[config.mk]
export PLATFORM = sky130hd
export DESIGN_NAME = device_id_allow_list_table_core
export DESIGN_NICKNAME = d
export VERILOG_FILES = /design/src/dalt_pkg.sv /design/src/dalt_store.sv /design/src/dalt_cmp.sv /design/src/device_id_allow_list_table_core.sv
export VERILOG_INCLUDE_DIRS = /design/src /design/src/src
export SDC_FILE = /design/constraint.sdc
export NUM_CORES = 2
export LEC_CHECK = 0
export BUFFER_PORTS_ARGS = -buffer_cell sky130_fd_sc_hd__buf_2
export CAP_MARGIN = 10
export CORE_ASPECT_RATIO = 1.2
export CORE_UTILIZATION = 50
export DETAILED_ROUTE_END_ITERATION = 6
export PLACE_DENSITY_LB_ADDON = 0.15
export SETUP_SLACK_MARGIN = 0.3
export SYNTH_ARGS = -nofsm -noshare
export SYNTH_HDL_FRONTEND = slang
export SYNTH_SLANG_ARGS = --single-unit
[constraint.sdc]
create_clock -name clk -period 27.1 [get_ports clk]
set_input_delay 1.355 -clock clk [delete_from_list [all_inputs] [get_ports clk]]
set_output_delay 1.355 -clock clk [all_outputs]
set_load 0.005 [all_outputs]
[src/device_id_allow_list_table_core_macros.svh]
// assertion macros for the device id allow-list table
// used by device_id_allow_list_table_core; needs clk and rst in scope
`ifndef DEVICE_ID_ALLOW_LIST_TABLE_CORE_MACROS_SVH
`define DEVICE_ID_ALLOW_LIST_TABLE_CORE_MACROS_SVH
`ifndef SYNTHESIS
`define DALT_CHK(lbl, cond, msg) \
  lbl: assert property (@(posedge clk) disable iff (rst) (cond)) else $error(msg);
`define DALT_CHK_NEXT(lbl, ante, cons, msg) \
  lbl: assert property (@(posedge clk) disable iff (rst) (ante) |=> (cons)) else $error(msg);
`else
`define DALT_CHK(lbl, cond, msg)
`define DALT_CHK_NEXT(lbl, ante, cons, msg)
`endif
`endif

[src/dalt_pkg.sv]
// shared types and constants for the device id allow-list table
// no dependencies
package dalt_pkg;

  localparam int MaxRulesDef = 16;
  localparam int SnBytes     = 8;

  localparam int InDataW  = 120;
  localparam int InUserW  = 3;
  localparam int OutDataW = 128;

  typedef enum logic [2:0] {
    MODE_ADD   = 3'd0,
    MODE_DEL   = 3'd1,
    MODE_FLUSH = 3'd2,
    MODE_CHECK = 3'd3,
    MODE_READ  = 3'd4
  } mode_t;

  localparam logic [1:0] STAT_OK        = 2'd0;
  localparam logic [1:0] STAT_FULL      = 2'd1;
  localparam logic [1:0] STAT_NOT_FOUND = 2'd2;

  typedef struct packed {
    logic [15:0] ident;
    logic        serial_any;
    logic [63:0] serial;
    logic        product_any;
    logic [15:0] product;
    logic [15:0] vendor;
  } rule_t;

  typedef struct packed {
    logic [15:0] vendor;
    logic [15:0] product;
    logic        pwild;
    logic [63:0] serial;
    logic        swild;
    logic [15:0] target;
  } key_t;

  typedef struct packed {
    logic dev_hit;
    logic id_hit;
  } cmp_t;

endpackage

[src/dalt_store.sv]
// rule memory: one write port, one read port with registered read data
// depends on dalt_pkg
module dalt_store #(
  parameter int Depth = dalt_pkg::MaxRulesDef,
  parameter int AddrW = 4
) (
  input  logic              clk,
  input  logic              rd_en,
  input  logic [AddrW-1:0]  rd_addr,
  output dalt_pkg::rule_t   rd_data,
  input  logic              we,
  input  logic [AddrW-1:0]  wr_addr,
  input  dalt_pkg::rule_t   wr_data
);
  import dalt_pkg::*;

  rule_t mem [Depth];

  always_ff @(posedge clk) begin
    if (we) begin
      mem[wr_addr] <= wr_data;
    end
    if (rd_en) begin
      rd_data <= mem[rd_addr];
    end
  end

endmodule

[src/dalt_cmp.sv]
// shared compare unit: one stored rule against the device key and target id
// depends on dalt_pkg
module dalt_cmp (
  input  dalt_pkg::rule_t entry,
  input  dalt_pkg::key_t  key,
  output dalt_pkg::cmp_t  res
);
  import dalt_pkg::*;

  logic vendor_eq;
  logic product_ok;
  logic serial_ok;

  assign vendor_eq  = (entry.vendor == key.vendor);
  assign product_ok = entry.product_any || (entry.product == key.product);
  // a device without a serial only passes wildcard-serial rules
  assign serial_ok  = entry.serial_any || (!key.swild && (entry.serial == key.serial));

  assign res.dev_hit = vendor_eq && product_ok && serial_ok;
  assign res.id_hit  = (entry.ident == key.target);

endmodule

[src/device_id_allow_list_table_core.sv]
// device id allow-list table: sequencer, rule memory and shared compare unit
// depends on dalt_pkg, dalt_store, dalt_cmp and the assertion macro header
//
//  channel  dir  handshake          payload
//  s        in   s_tvalid/s_tready  s_tdata rule or device, s_tuser mode
//  m        out  m_tvalid/m_tready  m_tdata status, ids, count, entry
//
// add and read entry pass through ST_ADD or ST_READ to ST_OUT; flush and replies settled at
// once go straight to ST_OUT. check scans the rules in ST_SCAN, one memory read per cycle
// through the single compare unit; delete scans up to the hit, then moves the later rules
// down one place each in ST_SHIFT, and a check ends at the first matching rule.
// rst is synchronous and clears the count, sets the id counter to 1; the rule memory is
// not cleared. a new beat is taken while a result waits on m; the next one then waits.
`include "device_id_allow_list_table_core_macros.svh"

module device_id_allow_list_table_core #(
  parameter int MAX_RULES = dalt_pkg::MaxRulesDef
) (
  input  logic                          clk,
  input  logic                          rst,
  input  logic                          s_tvalid,
  output logic                          s_tready,
  // vendor_id, product_id, product_wild, serial_number, serial_wild,
  // target_id, entry_index, zero pad
  input  logic [dalt_pkg::InDataW-1:0]  s_tdata,
  // mode
  input  logic [dalt_pkg::InUserW-1:0]  s_tuser,
  output logic                          m_tvalid,
  input  logic                          m_tready,
  // status, accept, result_id, rule_count, entry_vendor, entry_product,
  // entry_product_wild, entry_serial, entry_serial_wild, zero pad
  output logic [dalt_pkg::OutDataW-1:0] m_tdata
);
  import dalt_pkg::*;

  localparam int CntW  = $clog2(MAX_RULES + 1);
  localparam int AddrW = (MAX_RULES > 1) ? $clog2(MAX_RULES) : 1;
  localparam logic [CntW-1:0] MaxCnt = CntW'(MAX_RULES);

  typedef enum logic [2:0] {
    ST_IDLE,
    ST_ADD,
    ST_SCAN,
    ST_SHIFT,
    ST_READ,
    ST_OUT
  } state_t;

  function automatic logic [63:0] norm_serial(input logic [63:0] sn);
    logic [63:0] res;
    logic        keep;
    res  = '0;
    keep = 1'b1;
    for (int b = 0; b < 8; b++) begin
      if (b >= SnBytes || sn[8*b +: 8] == 8'd0) begin
        keep = 1'b0;
      end
      if (keep) begin
        res[8*b +: 8] = sn[8*b +: 8];
      end
    end
    return res;
  endfunction

  state_t               state, state_next;
  logic [CntW-1:0]      count, count_next;
  logic [15:0]          next_id, next_id_next;
  logic [CntW-1:0]      ptr, ptr_next;
  logic                 dv, dv_next;
  logic [CntW-1:0]      didx, didx_next;
  logic [2:0]           op, op_next;
  key_t                 key, key_next;
  logic [AddrW-1:0]     key_idx, key_idx_next;
  logic [1:0]           res_status, res_status_next;
  logic                 res_accept, res_accept_next;
  logic [15:0]          res_id, res_id_next;
  logic                 res_entry, res_entry_next;
  logic                 m_tvalid_next;
  logic [OutDataW-1:0]  m_tdata_next;

  // input beat fields
  logic [2:0]           in_mode;
  logic [3:0]           in_index;
  key_t                 in_key;

  logic                 rd_en;
  logic [AddrW-1:0]     rd_addr;
  rule_t                rd_data;
  logic                 we;
  logic [AddrW-1:0]     wr_addr;
  rule_t                wr_data;
  rule_t                new_rule;
  cmp_t                 hit;

  logic [CntW-1:0]      didx_inc;
  logic [CntW-1:0]      didx_dec;
  logic [CntW+3:0]      idx_wide;
  logic [CntW+3:0]      cnt_wide;
  logic                 idx_ok;
  logic [AddrW+3:0]     idx_addr;
  logic [CntW+4:0]      cnt_ext;
  logic [OutDataW-1:0]  out_word;
  rule_t                out_entry;
  logic [15:0]          out_id;

  assign in_mode        = s_tuser;
  assign in_key.vendor  = s_tdata[15:0];
  assign in_key.product = s_tdata[31:16];
  assign in_key.pwild   = s_tdata[32];
  assign in_key.serial  = norm_serial(s_tdata[96:33]);
  assign in_key.swild   = s_tdata[97];
  assign in_key.target  = s_tdata[113:98];
  assign in_index       = s_tdata[117:114];

  assign s_tready = (state == ST_IDLE);

  assign didx_inc = didx + CntW'(1);
  assign didx_dec = didx - CntW'(1);
  assign idx_wide = {{CntW{1'b0}}, in_index};
  assign cnt_wide = {4'b0000, count};
  assign idx_ok   = (idx_wide < cnt_wide);
  assign idx_addr = {{AddrW{1'b0}}, in_index};
  assign cnt_ext  = {5'b00000, count};

  assign new_rule.ident       = next_id;
  assign new_rule.serial_any  = key.swild;
  assign new_rule.serial      = key.serial;
  assign new_rule.product_any = key.pwild;
  assign new_rule.product     = key.product;
  assign new_rule.vendor      = key.vendor;

  assign out_entry = res_entry ? rd_data : '0;
  assign out_id    = res_entry ? rd_data.ident : res_id;
  assign out_word  = {6'b000000, out_entry.serial_any, out_entry.serial,
                      out_entry.product_any, out_entry.product, out_entry.vendor,
                      cnt_ext[4:0], out_id, res_accept, res_status};

  dalt_store #(
    .Depth (MAX_RULES),
    .AddrW (AddrW)
  ) u_store (
    .clk     (clk),
    .rd_en   (rd_en),
    .rd_addr (rd_addr),
    .rd_data (rd_data),
    .we      (we),
    .wr_addr (wr_addr),
    .wr_data (wr_data)
  );

  dalt_cmp u_cmp (
    .entry (rd_data),
    .key   (key),
    .res   (hit)
  );

  always_comb begin
    state_next      = state;
    count_next      = count;
    next_id_next    = next_id;
    ptr_next        = ptr;
    dv_next         = dv;
    didx_next       = didx;
    op_next         = op;
    key_next        = key;
    key_idx_next    = key_idx;
    res_status_next = res_status;
    res_accept_next = res_accept;
    res_id_next     = res_id;
    res_entry_next  = res_entry;
    m_tvalid_next   = m_tvalid & ~m_tready;
    m_tdata_next    = m_tdata;
    rd_en           = 1'b0;
    rd_addr         = ptr[AddrW-1:0];
    we              = 1'b0;
    wr_addr         = count[AddrW-1:0];
    wr_data         = new_rule;

    case (state)
      ST_IDLE: begin
        if (s_tvalid) begin
          op_next         = in_mode;
          key_next        = in_key;
          key_idx_next    = idx_addr[AddrW-1:0];
          res_status_next = STAT_OK;
          res_accept_next = 1'b0;
          res_id_next     = 16'd0;
          res_entry_next  = 1'b0;
          ptr_next        = '0;
          dv_next         = 1'b0;
          state_next      = ST_OUT;
          case (in_mode)
            MODE_ADD: begin
              state_next = ST_ADD;
            end
            MODE_DEL: begin
              res_status_next = STAT_NOT_FOUND;
              if (count != '0) begin
                state_next = ST_SCAN;
              end
            end
            MODE_FLUSH: begin
              count_next   = '0;
              next_id_next = 16'd1;
            end
            MODE_CHECK: begin
              // an empty table lets every device through
              if (count == '0) begin
                res_accept_next = 1'b1;
              end else begin
                state_next = ST_SCAN;
              end
            end
            MODE_READ: begin
              if (idx_ok) begin
                state_next = ST_READ;
              end else begin
                res_status_next = STAT_NOT_FOUND;
              end
            end
            default: begin
              res_status_next = STAT_NOT_FOUND;
            end
          endcase
        end
      end

      ST_ADD: begin
        if (count >= MaxCnt) begin
          res_status_next = STAT_FULL;
        end else begin
          we           = 1'b1;
          res_id_next  = next_id;
          next_id_next = next_id + 16'd1;
          count_next   = count + CntW'(1);
        end
        state_next = ST_OUT;
      end

      ST_SCAN: begin
        // read one rule ahead of the compare
        if (ptr < count) begin
          rd_en    = 1'b1;
          ptr_next = ptr + CntW'(1);
        end
        dv_next   = (ptr < count);
        didx_next = ptr;
        if (dv) begin
          if (op == MODE_CHECK && hit.dev_hit) begin
            res_accept_next = 1'b1;
            dv_next         = 1'b0;
            state_next      = ST_OUT;
          end else if (op == MODE_DEL && hit.id_hit) begin
            res_status_next = STAT_OK;
            dv_next         = 1'b0;
            if (didx_inc == count) begin
              count_next = count - CntW'(1);
              state_next = ST_OUT;
            end else begin
              ptr_next   = didx_inc;
              state_next = ST_SHIFT;
            end
          end else if (didx_inc == count) begin
            dv_next    = 1'b0;
            state_next = ST_OUT;
          end
        end
      end

      ST_SHIFT: begin
        // close the gap: rule at didx moves down to didx - 1
        if (ptr < count) begin
          rd_en    = 1'b1;
          ptr_next = ptr + CntW'(1);
        end
        dv_next   = (ptr < count);
        didx_next = ptr;
        if (dv) begin
          we      = 1'b1;
          wr_addr = didx_dec[AddrW-1:0];
          wr_data = rd_data;
          if (didx_inc == count) begin
            count_next = count - CntW'(1);
            dv_next    = 1'b0;
            state_next = ST_OUT;
          end
        end
      end

      ST_READ: begin
        rd_en          = 1'b1;
        rd_addr        = key_idx;
        res_entry_next = 1'b1;
        state_next     = ST_OUT;
      end

      ST_OUT: begin
        if (!m_tvalid || m_tready) begin
          m_tvalid_next = 1'b1;
          m_tdata_next  = out_word;
          state_next    = ST_IDLE;
        end
      end

      default: begin
        state_next = ST_IDLE;
      end
    endcase
  end

  always_ff @(posedge clk) begin
    if (rst) begin
      state    <= ST_IDLE;
      count    <= '0;
      next_id  <= 16'd1;
      dv       <= 1'b0;
      m_tvalid <= 1'b0;
    end else begin
      state    <= state_next;
      count    <= count_next;
      next_id  <= next_id_next;
      dv       <= dv_next;
      m_tvalid <= m_tvalid_next;
    end
    ptr        <= ptr_next;
    didx       <= didx_next;
    op         <= op_next;
    key        <= key_next;
    key_idx    <= key_idx_next;
    res_status <= res_status_next;
    res_accept <= res_accept_next;
    res_id     <= res_id_next;
    res_entry  <= res_entry_next;
    m_tdata    <= m_tdata_next;
  end

  `DALT_CHK(a_count_bound, count <= MaxCnt, "rule count above table size")
  `DALT_CHK(a_port_clash, !(rd_en && we && rd_addr == wr_addr), "read and write hit one entry")
  `DALT_CHK(a_dv_state, !dv || state == ST_SCAN || state == ST_SHIFT, "stale read data flag")
  `DALT_CHK_NEXT(a_id_step, state == ST_ADD && count < MaxCnt,
                 next_id == 16'($past(next_id) + 16'd1), "id counter not advanced on add")

endmodule

# Word-level counts from Yosys, hierarchy flattened

Memory sizes are Yosys's and may differ from the RTL's. A register that Yosys moved wholly into a read port is not among the register bits.
Index checks and enable logic that the tools add are counted.
W data, S select, Z words.

Input bits: 127
Logic and storage cells: 188
Register bits: 299
Output and inout port bits: 130
Memories: 1
Memory bits (writable): 1824

Memories:

| name        | words | bits a word | rd ports | clocked after memory_dff | write ports | RTL line         | source |
|---|---|---|---|---|---|---|---|
| u_store.mem | 16    | 114         | 1        | 1                        | 1           | dalt_store.sv:17 | `rule_t mem [Depth];` |

Reduce and logical (&&, ||, !) cells: 41
Equal/unequal tests: 26
Multiplexer cells: 81
Magnitude comparators: 3
$add $sub $neg: 6
Bitwise gates (word level): 2

Operators with widths:

| kind                    | count |
|---|---|
| $mux W114               | 2 |
| $mux W16                | 6 |
| $mux W5                 | 14 |
| $eq A64 B64 Y1          | 1 |
| $logic_not A8 Y1        | 8 |
| $pmux W16 S2            | 2 |
| $eq A16 B16 Y1          | 3 |
| $mux W3                 | 10 |
| $mux W1                 | 27 |
| $pmux W5 S4             | 1 |
| $ne A2 B2 Y1 const B    | 9 |
| $add A16 B1 Y16 const B | 1 |
| $add A5 B1 Y5 const B   | 3 |
| $eq A3 B2 Y1 const B    | 5 |
| $pmux W3 S5             | 1 |
| $pmux W5 S3             | 1 |
| $mux W2                 | 6 |
| $mux W4                 | 3 |
| $pmux W3 S4             | 1 |
| $reduce_and A4 Y1       | 3 |
| $eq A3 B1 Y1 const B    | 3 |
| $eq A3 B3 Y1 const B    | 3 |
| $pmux W1 S2             | 4 |
| $reduce_and A2 Y1       | 4 |
| 26 further kinds        | 38 |

# Depth between registers and ports, before layout

Depth in word-level cells: 9
Mapped depth: 12
Mapped depth without buffers: 10

# Cells and area by module

Synthesis repeated with hierarchy kept, for this count alone.

Cell total of the unflattened synthesis: 4027
Area, all modules: 86320.3 µm²

By module, submodules not included:

| module                          | area each (µm²) | cells an instance | instances | sequential area each (µm²) |
|---|---|---|---|---|
| dalt_store                      | 71591.2         | 2916              | 1         | 58195.8 |
| device_id_allow_list_table_core | 13411.6         | 943               | 1         | 8718.4 |
| dalt_cmp                        | 1317.5          | 168               | 1         | 0.0 |

# Least setup slack after synthesis

OpenSTA, ideal clock, no wires.

Path kind: reg-to-reg
From: register state[1]
To: register u_store.rd_data[0] (netlist name)
Data required time: 26355 ps
Library setup time: 745 ps
Period minus slack after synthesis: 10101 ps
Path buffers: 2
Path slack: 16999 ps
Cell stages (with the launch flop): 6
Arrival time: 9357 ps
Cell sequence: dfxtp_1 -> buf_2 -> nor2b_1 -> clkbuf_1 -> clkinv_1 -> o21ai_0

Longest elaborated chain between the ends: 3
Elaborated cells between the ends (all ways): 6
Classes of those cells: 3 x eq/ne; 2 x mux; 1 x reduce/logical

RTL lines:

| item                              | RTL line                               | source |
|---|---|---|
| start: declaration                | device_id_allow_list_table_core.sv:65  | `state_t state, state_next;` |
| start signal: assignment          | device_id_allow_list_table_core.sv:319 | `state <= state_next;` |
| $eq A3 B2 Y1                      | device_id_allow_list_table_core.sv:179 | `case (state)` |
| $reduce_or A2 Y1 (no source line) | -                                      |  |
| $pmux W1 S2 *                     | device_id_allow_list_table_core.sv:179 |  |
| via rd_en                         | device_id_allow_list_table_core.sv:86  | `logic rd_en;` |

Mark *: on every way through the listed nets, which the timed path passes. The rest lies on a longest branch.
A chain may end at the register's enable or synchronous reset.

# Worst setup path after layout

From: register state[0]
To: register u_store.rd_data[76] (netlist name)

Longest elaborated chain between the ends: 3
Elaborated cells between the ends (all ways): 6
Classes of those cells: 3 x eq/ne; 2 x mux; 1 x reduce/logical

RTL lines:

| item                              | RTL line |
|---|---|
| $eq A3 B2 Y1                      | device_id_allow_list_table_core.sv:179 |
| $reduce_or A2 Y1 (no source line) | - |
| $pmux W1 S2                       | device_id_allow_list_table_core.sv:179 |

Parallel ways exist; a longest one is shown, timed or not.

==> results.py <==
metrics = {
    "logic_synthesis": {
        "synth_edf_count": 2211,
        "synth_area_um2": 87360,
        "synth-main-ff-cell": "edfxtp_1",
        "synth-seq-cells": 2237,
        "ys_types": 68,
        "synthArstFlopShare_pct": 0,
        "ys_seq_area_share_pct": 76.60,
        "synth_top_area_share_pct": 76.00,
        "yosysWarnings": 0,
        "synth_top_area_cell": "edfxtp_1",
        "avgSynthCellArea_um2": 19.41,
        "synth_cells": 4500,
        "synth_area_leaders": "edfxtp_1 (76%), mux4_2 (12%), nand2_1 (2.5%)",
    },
    "pwr": {
        "power-per-cell-area_nw_per_um2": 84.28,
        "vdd_drop_max_mv": 0.07318,
        "pwr-share-clk_pct": 36.4,
        "leakage_nw": 31.51,
        "power_frac_comb_pct": 13.7,
        "p_int_mw": 6.203,
        "switching_share_pct": 25.11,
        "p_seq_share_pct": 49.9,
        "power.switching_mw": 2.080,
    },
    "cts": {
        "cts_setup_buffers": 0,
        "cts-hold-fix-buffers": 0,
        "h-tree-depth": 4,
        "clkTransAtPathRegs_ps": 60,
        "root_buffer": "clkbuf_16",
        "cts_buffer_depth": 3,
        "cts_buffers": 215,
        "cts_sinks": 2237,
        "ctsResizeCount": 0,
        "cts_tree": "built",
        "clk_latency_ps": 870,
    },
    "sta": {
        "hold_violations": 0,
        "min_period_ps": 7211,
        "finalSetupTns_ps": 0,
        "finalCritPeriodShare_pct": 26.61,
        "relSlewSlack_pct": 24.19,
        "slew_viol_final": 0,
        "rsz0062_at_grt": "no",
        "worst_pin_slew_ps": 1137,
        "skew_ps": 32.06,
        "fmax_mhz": 138.7,
        "setup_viol": 0,
    },
    "placed_design": {
        "routabilityCongestion": 0.7879,
        "hpwl_mm": 104.4,
        "io_buffers": 248,
    },
    "floorplan": {
        "die_height_um": 459.9,
        "pin_count": 257,
        "die_area_um2": 176400,
        "start_util_pct": 50.49,
        "core_area_um2": 173000,
        "rows": 167,
        "chipWidth_um": 383.6,
    },
    "global_route": {
        "antenna_found_initial": 5,
        "grt_start_max_net_pins": 130,
        "grt_pass1_vias": 43830,
        "grtUsageTotal_pct": 24.04,
        "grt_overflow_total": 0,
        "grt_pass1_wl_mm": 304.9,
    },
    "outcome": {
        "violations": "DRC",
        "status": "complete, but fails checks",
    },
    "worst_setup_path": {
        "critPathMaxFanout": 45,
        "worst_setup_path_start_kind": "flop",
        "arrival_ps": 7770,
        "end_kind": "flop",
        "required_ps": 27660,
        "crit_type": "reg2reg",
    },
    "detailed_routing": {
        "final_antenna_net_count": 0,
        "wl_per_cell_um": 29.02,
        "viasPerCell": 6.036,
        "drc": 59,
        "drt_wl_total_mm": 211.1,
        "first_pass_iters": 7,
        "vias": 43900,
        "drtIter0Drc": 4287,
    },
    "layout": {
        "final_core_util_pct": 56.80,
        "layout-drive-gt1-share_pct": 23.23,
        "syn_to_final_growth_pct": 12.50,
        "nNetsFinal": 4956,
        "nFillCells": 13020,
    },
    "hold_path": {
        "worstHoldPathType": "reg2reg",
    },
    "job": {
        "max_cap_viol_count": 0,
    },
}
==> cells in the mapped netlist (all sizes together) (17+ instances only) <==
master and instances:
nor4 30, and3 17, a31oi 120, mux2 17, dfxtp 26, xnor2 65, mux4 456, edfxtp 2211
and2 278, xor2 57, o21ai 39, inv 31, nand4 22, a21oi 21, nand2 581, buf 118
clkbuf 126, nor2 46, a211oi 119
==> final timing paths <==
check / slack (ps) / cells after the start / start / to
max: 19890 / 12 / state[0]$_SDFFE_PP0P_ / u_store.rd_data[76]$_DFFE_PP_
min: 420 / 0 / res_status[1]$_DFFE_PP_ / m_tdata[1]$_DFFE_PP_
max reg2reg: 19890 / 12 / state[0]$_SDFFE_PP0P_ / u_store.rd_data[76]$_DFFE_PP_
min reg2reg: 420 / 0 / res_status[1]$_DFFE_PP_ / m_tdata[1]$_DFFE_PP_
==> through the flow <==
| stage | setup slack [ps] | hold WS, ps | std cells | area, um2 | total power, mW |
|---|---|---|---|---|---|
| 5_1_grt | 19150 | 439.8 | 7272 | 98270 | 8.549 |
| 3_5_place_dp | 19640 | 411.0 | 6878 | 91200 | 5.354 |
| 2_1_floorplan | 17000 | 400.3 | 4505 | 87380 | 4.990 |
| 4_1_cts | 19670 | 421.5 | 7271 | 98270 | 8.344 |
| 6_report | 19890 | 418.8 | 7273 | 98270 | 8.283 |
| 3_3_place_gp | 19610 | 403.0 | 6878 | 91200 | 5.346 |
==> layer usage <==
| layer | share of wire [%] | track usage [%] |
|---|---|---|
| met5 | 0.0090 | 0 |
| met2 | 48 | 38.08 |
| met4 | 1.8 | 5.480 |
| met1 | 43 | 35.52 |
| met3 | 7.0 | 3.590 |
==> layout by cell type (no fill, tap or decap), drive strengths merged, types with 5 or more instances in the layout <==
cell	instances
dfxtp	26
nand2	581
a211oi	119
nor3	10
clkinv	100
edfxtp	2211
mux2i	6
or3	11
o21ai	39
bufinv	26
nor2	46
nor2b	8
mux2	17
and2	278
xnor2	65
ha	14
nand4	22
a31oi	120
conb	6
clkbuf	251
nand2b	5
and3	17
mux4	456
a21oi	21
clkinvlp	9
nor4	30
nand3	12
xor2	57
o22ai	6
buf	336
inv	39
==> layout make-up <==
cell class	instances	area [um2]	share of cell area, %
flip-flops and latches	2237	66910	68.09
multi-input cells	1992	19260	19.60
clock buffers	251	5578	5.676
well taps	2281	2854	2.904
repair buffers	336	2052	2.088
clock inverters	142	1488	1.514
inverters	32	125.1	0.1273
diodes	2	5.005	0.005093
==> cell families after synthesis <==
kind of cell    synth area share [%]
flops                          76.60
simple gates                   5.599
mux                            12.06
compound gates                 2.592
buf+inv                        1.620
xor+xnor                       1.302
fa+ha+maj                     0.2234
other cells                 0.004293
==> critical path, cell delays in order (launching register included) <==
cell and delay (ps):
dfxtp_1 840, nor2_4 100, nand2_4 260, mux2i_4 470
buf_4 790, buf_4 770, buf_4 830, buf_4 830
buf_4 720, mux4_2 590, and2_1 170, a211oi_1 230
a31oi_1 80
==> flip-flops by register name (all words and copies together) (netlist names), 4 cells and up <==
register         flops
u_store.mem       1824
m_tdata            122
key                114
u_store.rd_data    114
next_id             16
res_id              16
count                5
didx                 5
ptr                  5
key_idx              4
==> power groups by stage <==
stage          Clock [mW]  Combinational, mW  Sequential [mW]
6_report             3.01               1.13             4.14
5_1_grt              3.18               1.23             4.15
4_1_cts              3.06               1.15             4.14
3_5_place_dp            0               1.15             4.21
3_3_place_gp            0               1.14             4.20
2_1_floorplan           0              0.812             4.18
Note: power is estimated with default switching activity, not from simulation.
